<file path="src/pcg32_pkg.sv">
// ----------------------------------------------------------------------------
// PCG32 package
// Types and constants shared by the PCG32 generator modules.
// ----------------------------------------------------------------------------
package pcg32_pkg;

	localparam logic [63:0] PCG_MULT   = 64'd6364136223846793005;
	localparam logic [63:0] INC_RESET  = 64'd1442695040888963407;
	localparam logic [63:0] SEED_RESET = 64'd9600629759793949339;

	// Exact quotient by one hundred for any 32-bit word: (w * RECIP100) >> 37.
	localparam logic [31:0] RECIP100   = 32'd1374389535;
	localparam int          RECIP_SHIFT = 37;
	localparam logic [6:0]  HUNDRED    = 7'd100;

	localparam int CFG_IDX_W = 2;
	localparam logic [CFG_IDX_W-1:0] REG_INC  = 2'd0;
	localparam logic [CFG_IDX_W-1:0] REG_SEED = 2'd1;

	localparam logic [1:0] FUNC_WORD    = 2'd0;
	localparam logic [1:0] FUNC_PERCENT = 2'd1;
	localparam logic [1:0] FUNC_BLOCK   = 2'd2;
	localparam logic [1:0] FUNC_RESEED  = 2'd3;

	typedef struct packed {
		logic load_thr;
		logic mul0;
		logic mul1;
		logic mul2;
		logic adv;
		logic div;
		logic rem;
		logic reseed;
		logic push;
		logic last;
	} dp_cmd_t;

	typedef struct packed {
		logic out_free;
	} dp_stat_t;

endpackage

</file>
<file path="src/pcg32_datapath.sv">
// ----------------------------------------------------------------------------
// PCG32 datapath
// Generator state, configuration registers, split 64-bit multiply,
// output permutation, percent reduction and the output register.
// ----------------------------------------------------------------------------
module pcg32_datapath (
	input  logic                           clk,
	input  logic                           arst_n,
	input  pcg32_pkg::dp_cmd_t             cmd,
	output pcg32_pkg::dp_stat_t            stat,
	input  logic                           cfg_we,
	input  logic [pcg32_pkg::CFG_IDX_W-1:0] cfg_index,
	input  logic [63:0]                    cfg_data,
	input  logic [6:0]                     percent_threshold,
	output logic                           out_valid,
	input  logic                           out_stall,
	output logic [31:0]                    random_word,
	output logic                           decision,
	output logic                           last
);
	import pcg32_pkg::*;

	logic [63:0] state_q;
	logic [63:0] inc_q;
	logic [63:0] seed_q;
	logic [63:0] p0_q;
	logic [31:0] cross_q;
	logic [31:0] word_q;
	logic [6:0]  thr_q;
	logic [26:0] quot_q;
	logic        dec_q;
	logic        out_valid_q;
	logic [31:0] out_word_q;
	logic        out_dec_q;
	logic        out_last_q;

	logic [63:0] xs;
	logic [31:0] mixed;
	logic [4:0]  amount;
	logic [63:0] rot2;
	logic [31:0] perm_word;
	logic [63:0] prod0;
	logic [63:0] prod1;
	logic [63:0] prod2;
	logic [63:0] prod_div;
	logic [31:0] hi_sum;
	logic [63:0] inc_odd;
	logic [31:0] q_times_100;
	logic [6:0]  rem7;

	always_comb begin
		xs        = state_q ^ (state_q >> 18);
		mixed     = xs[58:27];
		amount    = state_q[63:59];
		rot2      = {mixed, mixed} >> amount;
		perm_word = rot2[31:0];
		prod0     = state_q[31:0] * PCG_MULT[31:0];
		prod1     = state_q[63:32] * PCG_MULT[31:0];
		prod2     = state_q[31:0] * PCG_MULT[63:32];
		prod_div  = word_q * RECIP100;
		hi_sum    = p0_q[63:32] + cross_q;
		inc_odd   = inc_q | 64'd1;
		q_times_100 = {quot_q[25:0], 6'b0} + {1'b0, quot_q[25:0], 5'b0}
			+ {3'b0, quot_q[26:0], 2'b0};
		rem7      = word_q[6:0] - q_times_100[6:0];
	end

	always_ff @(posedge clk or negedge arst_n) begin
		if (!arst_n) begin
			state_q <= SEED_RESET;
			inc_q   <= INC_RESET;
			seed_q  <= SEED_RESET;
		end else begin
			if (cfg_we && cfg_index == REG_INC) begin
				inc_q <= cfg_data;
			end
			if (cfg_we && cfg_index == REG_SEED) begin
				seed_q <= cfg_data;
			end
			if (cmd.reseed) begin
				state_q <= seed_q;
			end else if (cmd.adv) begin
				state_q <= {hi_sum, p0_q[31:0]} + inc_odd;
			end
		end
	end

	always_ff @(posedge clk) begin
		if (cmd.load_thr) begin
			thr_q <= percent_threshold;
		end
		if (cmd.mul0) begin
			p0_q   <= prod0;
			word_q <= perm_word;
			dec_q  <= 1'b0;
		end
		if (cmd.mul1) begin
			cross_q <= prod1[31:0];
		end
		if (cmd.mul2) begin
			cross_q <= cross_q + prod2[31:0];
		end
		if (cmd.div) begin
			quot_q <= prod_div[RECIP_SHIFT+26:RECIP_SHIFT];
		end
		if (cmd.rem) begin
			dec_q <= (rem7 < HUNDRED) && (rem7 <= thr_q);
		end
		if (cmd.reseed) begin
			word_q <= 32'd0;
			dec_q  <= 1'b0;
		end
		if (cmd.push) begin
			out_word_q <= word_q;
			out_dec_q  <= dec_q;
			out_last_q <= cmd.last;
		end
	end

	always_ff @(posedge clk or negedge arst_n) begin
		if (!arst_n) begin
			out_valid_q <= 1'b0;
		end else if (cmd.push) begin
			out_valid_q <= 1'b1;
		end else if (!out_stall) begin
			out_valid_q <= 1'b0;
		end
	end

	assign stat.out_free = !out_valid_q || !out_stall;
	assign out_valid   = out_valid_q;
	assign random_word = out_word_q;
	assign decision    = out_dec_q;
	assign last        = out_last_q;

endmodule

</file>
<file path="src/pcg32_controller.sv">
// ----------------------------------------------------------------------------
// PCG32 controller
// Sequences the multiply steps of each draw, the percent reduction,
// block word counting and the transfer of results to the output register.
// ----------------------------------------------------------------------------
module pcg32_controller #(
	parameter int BLOCK_WORDS = 8
) (
	input  logic                clk,
	input  logic                arst_n,
	input  logic                in_valid,
	output logic                in_stall,
	input  logic [1:0]          func,
	input  pcg32_pkg::dp_stat_t stat,
	output pcg32_pkg::dp_cmd_t  cmd
);
	import pcg32_pkg::*;

	localparam int CNT_W = (BLOCK_WORDS > 1) ? $clog2(BLOCK_WORDS) : 1;

	localparam logic [2:0] ST_IDLE = 3'd0;
	localparam logic [2:0] ST_MUL0 = 3'd1;
	localparam logic [2:0] ST_MUL1 = 3'd2;
	localparam logic [2:0] ST_MUL2 = 3'd3;
	localparam logic [2:0] ST_ADV  = 3'd4;
	localparam logic [2:0] ST_DIV  = 3'd5;
	localparam logic [2:0] ST_REM  = 3'd6;
	localparam logic [2:0] ST_PUSH = 3'd7;

	logic [2:0]       state_q;
	logic [2:0]       state_d;
	logic [1:0]       func_q;
	logic [CNT_W-1:0] cnt_q;
	logic             accept;
	logic             final_word;

	assign accept     = in_valid && (state_q == ST_IDLE);
	assign in_stall   = (state_q != ST_IDLE);
	assign final_word = (func_q != FUNC_BLOCK) || (cnt_q == CNT_W'(BLOCK_WORDS - 1));

	always_comb begin
		cmd          = '0;
		state_d      = state_q;
		cmd.load_thr = accept;
		cmd.last     = final_word;
		unique case (state_q)
			ST_IDLE: begin
				if (accept) begin
					if (func == FUNC_RESEED) begin
						cmd.reseed = 1'b1;
						state_d    = ST_PUSH;
					end else begin
						state_d = ST_MUL0;
					end
				end
			end
			ST_MUL0: begin
				cmd.mul0 = 1'b1;
				state_d  = ST_MUL1;
			end
			ST_MUL1: begin
				cmd.mul1 = 1'b1;
				state_d  = ST_MUL2;
			end
			ST_MUL2: begin
				cmd.mul2 = 1'b1;
				state_d  = ST_ADV;
			end
			ST_ADV: begin
				cmd.adv = 1'b1;
				state_d = (func_q == FUNC_PERCENT) ? ST_DIV : ST_PUSH;
			end
			ST_DIV: begin
				cmd.div = 1'b1;
				state_d = ST_REM;
			end
			ST_REM: begin
				cmd.rem = 1'b1;
				state_d = ST_PUSH;
			end
			ST_PUSH: begin
				if (stat.out_free) begin
					cmd.push = 1'b1;
					state_d  = final_word ? ST_IDLE : ST_MUL0;
				end
			end
			default: state_d = ST_IDLE;
		endcase
	end

	always_ff @(posedge clk or negedge arst_n) begin
		if (!arst_n) begin
			state_q <= ST_IDLE;
			func_q  <= FUNC_WORD;
			cnt_q   <= '0;
		end else begin
			state_q <= state_d;
			if (accept) begin
				func_q <= func;
				cnt_q  <= '0;
			end else if (cmd.push && !final_word) begin
				cnt_q <= cnt_q + 1'b1;
			end
		end
	end

endmodule

</file>
<file path="src/pcg32_random_generator_top.sv">
// From input transfer to result a word or block word passes the states MUL0, MUL1,
// MUL2, ADV and PUSH, a percent chance adds DIV and REM, a reseed goes straight to PUSH.
// PUSH waits while the output register is stalled. No new request is taken until the
// current one is done; the split 64-bit multiply in three 32-bit steps sets the pace.
// Reset loads the generator state and seed with the seed reset value and the
// stream increment with its reset value; no result is pending after reset.
// ----------------------------------------------------------------------------
// PCG32 random generator top level
// PCG32 XSH RR source with word, percent chance, block and reseed requests.
// ----------------------------------------------------------------------------
module pcg32_random_generator_top #(
	parameter int BLOCK_WORDS = 8
) (
	input  logic                            clk,
	input  logic                            arst_n,
	input  logic                            in_valid,
	output logic                            in_stall,
	input  logic [1:0]                      func,
	input  logic [6:0]                      percent_threshold,
	output logic                            out_valid,
	input  logic                            out_stall,
	output logic [31:0]                     random_word,
	output logic                            decision,
	output logic                            last,
	input  logic                            cfg_valid,
	output logic                            cfg_ready,
	input  logic [pcg32_pkg::CFG_IDX_W-1:0] cfg_index,
	input  logic [63:0]                     cfg_data
);
	import pcg32_pkg::*;

	dp_cmd_t  cmd;
	dp_stat_t stat;

	assign cfg_ready = 1'b1;

	pcg32_controller #(
		.BLOCK_WORDS(BLOCK_WORDS)
	) u_ctrl (
		.clk      (clk),
		.arst_n   (arst_n),
		.in_valid (in_valid),
		.in_stall (in_stall),
		.func     (func),
		.stat     (stat),
		.cmd      (cmd)
	);

	pcg32_datapath u_dp (
		.clk               (clk),
		.arst_n            (arst_n),
		.cmd               (cmd),
		.stat              (stat),
		.cfg_we            (cfg_valid && cfg_ready),
		.cfg_index         (cfg_index),
		.cfg_data          (cfg_data),
		.percent_threshold (percent_threshold),
		.out_valid         (out_valid),
		.out_stall         (out_stall),
		.random_word       (random_word),
		.decision          (decision),
		.last              (last)
	);

	// A request keeps the input side closed while it is worked on.
	a_busy_after_accept: assert property (@(posedge clk) disable iff (!arst_n)
		(in_valid && !in_stall) |=> in_stall)
		else $error("input taken again directly after a transfer");

	// Only a percent chance, which is always the final result, can carry a decision.
	a_decision_is_last: assert property (@(posedge clk) disable iff (!arst_n)
		(out_valid && decision) |-> last)
		else $error("decision set on a result that is not last");

	// While a block is only partly delivered the controller is still busy.
	a_block_busy: assert property (@(posedge clk) disable iff (!arst_n)
		(out_valid && !last) |-> in_stall)
		else $error("input open in the middle of a block");

endmodule
</file>
<file path="config.mk">
export PLATFORM = sky130hd
export DESIGN_NAME = pcg32_random_generator_top
export DESIGN_NICKNAME = d
export VERILOG_FILES = /design/src/pcg32_pkg.sv /design/src/pcg32_datapath.sv /design/src/pcg32_controller.sv /design/src/pcg32_random_generator_top.sv
export SDC_FILE = /design/constraint.sdc
export NUM_CORES = 2
export LEC_CHECK = 0
export BUFFER_PORTS_ARGS = -buffer_cell sky130_fd_sc_hd__buf_2
export CAP_MARGIN = 20
export CELL_PAD_IN_SITES_DETAIL_PLACEMENT = 1
export CELL_PAD_IN_SITES_GLOBAL_PLACEMENT = 2
export CORE_MARGIN = 8
export CORE_UTILIZATION = 40
export CTS_CLUSTER_DIAMETER = 50
export DETAILED_ROUTE_END_ITERATION = 10
export PLACE_DENSITY_LB_ADDON = 0.1
export RECOVER_POWER = 100
export SYNTH_ARGS = -nofsm -noshare
export SYNTH_HDL_FRONTEND = slang
export SYNTH_SLANG_ARGS = --single-unit
</file>
<file path="constraint.sdc">
create_clock -name clk -period 7.5 [get_ports clk]
set_clock_uncertainty 0.2 [all_clocks]
set_input_delay 0.375 -clock clk [delete_from_list [all_inputs] [get_ports clk]]
set_output_delay 0.375 -clock clk [all_outputs]
set_load 0.005 [all_outputs]
</file>
Word-level counts from Yosys, hierarchy flattened
Cells that the tools add are included.
{ "totals": {"ff_bits": 375, "inputBits": 80, "out_inout_bits": 37, "elab_cells": 91} }
{ "op_classes": {"add_sub_neg": 7, "mul": 4, "n_lt_le_gt_ge": 2, "eq_ne": 15, "shift": 1, "n_mux": 27, "bitwise": 1, "n_reduce_logical": 18} }
{ "op_table": {"columns": ["cell", "count"], "rows": [
  ["two-way mux 64 bit", 2],
  ["adder 64 bit", 1],
  ["multiplier 32 x 31 -> 32 bit, second input constant", 2],
  ["two-way mux 32 bit", 2],
  [">> shifter 64 x 5 -> 32 bit", 1],
  ["multiplier 32 x 31 -> 63 bit, second input constant", 1],
  ["bitwise XOR 59 x 46 -> 59 bit", 1],
  ["multiplier 32 x 31 -> 42 bit, second input constant", 1],
  ["adder 31 x 32 -> 32 bit", 1],
  ["adder 32 bit", 1],
  ["one-hot mux 3 bit (8 select lines)", 1],
  ["two-way mux 1 bit", 16],
  ["== test 3 bit, second input constant", 5],
  ["two-way mux 3 bit", 5],
  ["adder 7 bit", 2],
  ["nonzero test 2 bit", 4],
  ["<= comparator 7 bit", 1],
  ["< comparator 7 bit, second input constant", 1],
  ["subtractor 7 bit", 1],
  ["== test 3 x 2 -> 1 bit, second input constant", 2],
  ["logical AND 1 bit", 5],
  ["== test 2 x 1 -> 1 bit, second input constant", 2],
  ["inequality test 2 x 1 -> 1 bit, second input constant", 2],
  ["inequality test 2 bit, second input constant", 2],
  ["other kinds (10)", 13]
]} }

Longest topological paths before layout
{ "logic_depth": {"ltp_word": 7, "mapped_depth": 29, "depth_no_buf": 28} }

Modules after synthesis
From an unflattened synthesis, not the netlist that was laid out.
{ "hier_totals": {"hier_cells": 6543, "hier_area_um2": 67589.8} }
{ "modules_own_cells": {"columns": ["mod", "instances", "cells_each", "area_per_inst_um2", "seq_area_each_um2"], "rows": [
  ["pcg32_datapath", 1, 6487, 67065.6, 9826.9],
  ["pcg32_controller", 1, 54, 513.0, 200.2],
  ["pcg32_random_generator_top", 1, 2, 11.3, 0.0]
]} }

Least setup slack after synthesis
OpenSTA, ideal clock, no wires.
{ "synth_timing": {"kind": "reg2reg", "from": "register u_dp.state_q[16]", "to": "register u_dp.p0_q[59], data pin", "setup_time_ns": 0.260, "t_arrival_ns": 7.063, "t_required_ns": 7.040, "path_slack_ns": -0.023, "stages_incl_launch_ff": 25, "cell_sequence": "dfstp_2 -> fa_1 -> inv_1 -> fa_1 -> fa_1 -> inv_1 -> fa_1 -> fa_1 -> fa_1 -> fa_1 -> inv_1 -> fa_1 -> inv_1 -> ha_1 -> a21o_1 -> a211oi_2 -> o21bai_1 -> a221oi_1 -> o22ai_1 -> a21o_1 -> a221o_1 -> a21oi_2 -> o31ai_1 -> a21oi_1 -> xnor2_1"} }
{ "synth_via": {"elab_chain_cells": 1} }
{ "synth_rtl": {"columns": ["element", "line", "source"], "rows": [
  ["start: declaration", "pcg32_datapath.sv:23", "logic [63:0] state_q;"],
  ["start signal: assignment", "pcg32_datapath.sv:81", "state_q <= seed_q;"],
  ["start signal: assignment", "pcg32_datapath.sv:83", "state_q <= {hi_sum, p0_q[31:0]} + inc_odd;"],
  ["multiplier 32 x 31 -> 63 bit", "pcg32_datapath.sv:57", "prod0 = state_q[31:0] * PCG_MULT[31:0];"],
  ["net u_dp.prod0[59]", "pcg32_datapath.sv:42", "logic [63:0] prod0;"],
  ["end signal: assignment", "pcg32_datapath.sv:93", "p0_q <= prod0;"],
  ["end: declaration", "pcg32_datapath.sv:26", "logic [63:0] p0_q;"]
]} }
The timed path passes the listed nets, and every way through them passes these cells.
A chain may end at the register's enable or synchronous reset.

Worst setup path in the final report
{ "layout_timing": {"from": "register u_dp.state_q[17]", "to": "register u_dp.p0_q[55], data pin"} }
Same word-level chain as after synthesis.

==> results.cfg <==
[critical_path]
endpoint_kind = flip-flop
start_kind = flip-flop
slowest_delay_ns = 0.68
crit_family = adder cells
slowest_stage = dfstp_2
worstPathMaxFanout = 8
cp.buffers_inverters = 5
worstPathCellList = fa_2 -> fa_1 -> inv_1 -> fa_1 -> inv_2 -> fa_1 -> inv_2 -> fa_1 -> inv_1 -> fa_1 -> fa_1 -> fa_1 -> ha_4 -> a211oi_4 -> buf_6 -> o21bai_4 -> a221oi_4 -> o22ai_1 -> a21o_1 -> a221o_1 -> a21oi_4 -> o21ai_2 -> a21oi_1 -> xnor2_1
worstPathRequired_ns = 7.72
worstPathArrival_ns = 7.93
path_class = reg -> reg
crit_top_cell = fa_1
r2r_slack_ns = -0.21

[timing]
fin_crit_ns = 7.708
post-route-period-util_pct = 102.8
slew_viol_final = 646
setup_viol = 7
finalHoldViolCount = 0
max_slew_margin_pct = -214.0
hold_ws_ns = 0.2026
worst_slew_pin_slew_ns = 4.711
fmax_mhz = 129.7
fin_ws_ns = -0.2084
rsz0062_at_grt = true

[final_layout]
fin_util_pct = 48.23
nets = 9638
final_area_mm2 = 0.08047
areaGrowthSynthToFinish_pct = 20.07
layout-drive-gt1-share_pct = 20.47

[place]
dp_hpwl_mm = 229.9
io_buffers = 115
gp_congestion = 0.9964
post_dp_cell_area_mm2 = 0.07578

[synthesis]
yosysWarnings = 0
synth_top_cell_by_area = fa_1
syn_nets = 8689
syn_avg_cell_area_um2 = 10.50
ys_async_sr_fraction_pct = 53.48
synth_edf_count = 141
synth_cell_types = 103
ys.flop_type = edfxtp_1
synth_top_cells_by_count = inv_1 (1643), fa_1 (1146), ha_1 (1078), a21oi_1 (234), xnor2_1 (205)
synthTopCellsByArea = fa_1 (34%), ha_1 (20%), inv_1 (9.2%)
yosysSeqAreaShare_pct = 14.96
synth_cells = 6385
yosysMostFrequentCell = inv_1
synth_top_area_share_pct = 34.23
synthesis.area_mm2 = 0.06702
ys_seq_elements = 374

[clock_network]
htreeDepth = 3
clk_latency_ns = 0.69
cts_tree = done
cts_buffer_depth = 3
path_clk_slew_ns = 0.05
root_buffer = clkbuf_16
cts_made_buffers = 71
clock_sinks = 374

[hold_path]
hold_class = in -> reg

[run_status]
violations = capacitance limit, slew limit, setup timing
outcome = complete, but fails checks

[global_routing]
grt_start_max_net_pins = 134
grt_pass1_wl_mm = 383.1
grt_use_total_pct = 29.03
grt_pass1_vias = 56270
grt_overflow = 0
antenna_found_initial = 12

[floorplan]
dieArea_mm2 = 0.1809
rows = 150
die_w_um = 425.3
start_util_pct = 40.17
io_pins = 117
die_h_um = 425.3
core_mm2 = 0.1668

[routing]
via_per_inst = 5.212
first_pass_iters = 5
drt_iter0_markers = 2803
ant_nets = 0
num_vias = 50050
drc = 0
wl_per_cell_um = 27.35
wl_mm = 262.6

[run]
maxCapViolations = 11
## layer usage
metal	share of wire [%]	vias up	GRT usage (%)	routed length, µm
li1	-	22430	-	-
met2	50	1008	50.58	130000
met5	0.017	-	0	44
met1	43	26240	37.63	111700
met3	3.7	365	2.846	9602
met4	4.3	6	10.41	11170
## layout by cell type, fill, tap and decap left out, types with 96 or more instances in the layout
master,count
mux2_2,129
a21oi_1,210
inv_1,1601
xor2_1,96
nor2_1,165
xnor2_1,199
nand2_1,179
fa_1,1096
buf_4,711
edfxtp_1,141
ha_1,1041
dfstp_2,99
a21o_1,126
o21ai_0,183
## per-stage QoR
stage	setup WS, ns	instances	setup TNS, ns
after floorplan	0.002056	6385	0
after global placement	-0.5975	9328	-8.441
after detailed placement	-0.5883	9329	-9.998
after CTS	-0.2338	9558	-0.8925
after global routing	-0.3761	9596	-5.641
final	-0.2084	9602	-0.8533
## worst reg2reg max path, cell delays in order, from the launching register on
cell and delay [ns]:
dfstp_2 0.68, fa_2 0.53, fa_1 0.52, inv_1 0.05, fa_1 0.58, inv_2 0.05
fa_1 0.52, inv_2 0.04, fa_1 0.54, inv_1 0.05, fa_1 0.45, fa_1 0.53
fa_1 0.46, ha_4 0.20, a211oi_4 0.28, buf_6 0.16, o21bai_4 0.07, a221oi_4 0.31
o22ai_1 0.10, a21o_1 0.21, a221o_1 0.36, a21oi_4 0.22, o21ai_2 0.07, a21oi_1 0.16
xnor2_1 0.08
## registers in the layout (all words and copies together), names as in the netlist
register,flops
u_dp.thr_q,7
u_dp.inc_q,63
u_dp.state_q,64
u_dp.p0_q,63
u_ctrl.func_q,2
u_dp.dec_q,1
u_dp.random_word,32
u_dp.decision,1
u_ctrl.state_q,3
u_dp.last,1
u_dp.word_q,32
u_ctrl.cnt_q,3
u_dp.quot_q,5
u_dp.out_valid,1
u_dp.cross_q,32
u_dp.seed_q,64
## cell families (layout without fill, tap and decap cells)
family,Yosys count,in the layout,share of synthesized area [%]
muxes,226,226,3.771
DFF,374,374,14.96
and+or+nand+nor,594,594,4.158
xor gates and xnor gates,301,301,3.934
AOI/OAI and AO/OA,905,905,8.941
buffers and inverters,1760,2767,9.874
other,1,7,0.005595
adders and majority gates,2224,2224,54.36
## worst paths after layout
| kind | cells past startpoint | endpoint | startpoint |
|---|---|---|---|
| min in group asynchronous | 2 | u_dp.out_valid | arst_n |
| max in group asynchronous | 3 | u_dp.state_q[44] | arst_n |
| worst max register to register | 24 | u_dp.p0_q[55] | u_dp.state_q[17] |
| worst min register to register | 0 | u_dp.decision | u_dp.dec_q |
| worst max-delay path | 24 | u_dp.p0_q[55] | u_dp.state_q[17] |
| worst min-delay path | 2 | u_dp.thr_q[2] | percent_threshold[2] |
## repair_timing
action,in CTS,in global routing
buffers inserted,23,48
gates resized for setup,127,217
pin swaps,59,154
endpoints found under the hold margin,207,0
endpoints found under the setup margin,34,38
hold buffers,76,0
## cell type report
| cell class | count | area (µm²) |
|---|---|---|
| fill | 18320 | 86370 |
| inverter | 1647 | 6182 |
| clock buffer | 90 | 1983 |
| antenna | 6 | 15.01 |
| multi-input combinational | 4251 | 51560 |
| timing repair buffer | 989 | 7481 |
| sequential | 374 | 10040 |
| clock inverter | 41 | 457.9 |
| tap | 2204 | 2758 |
Power is not shown: default switching activity piles up to over one toggle a cycle in this logic, so the estimate is an artifact.
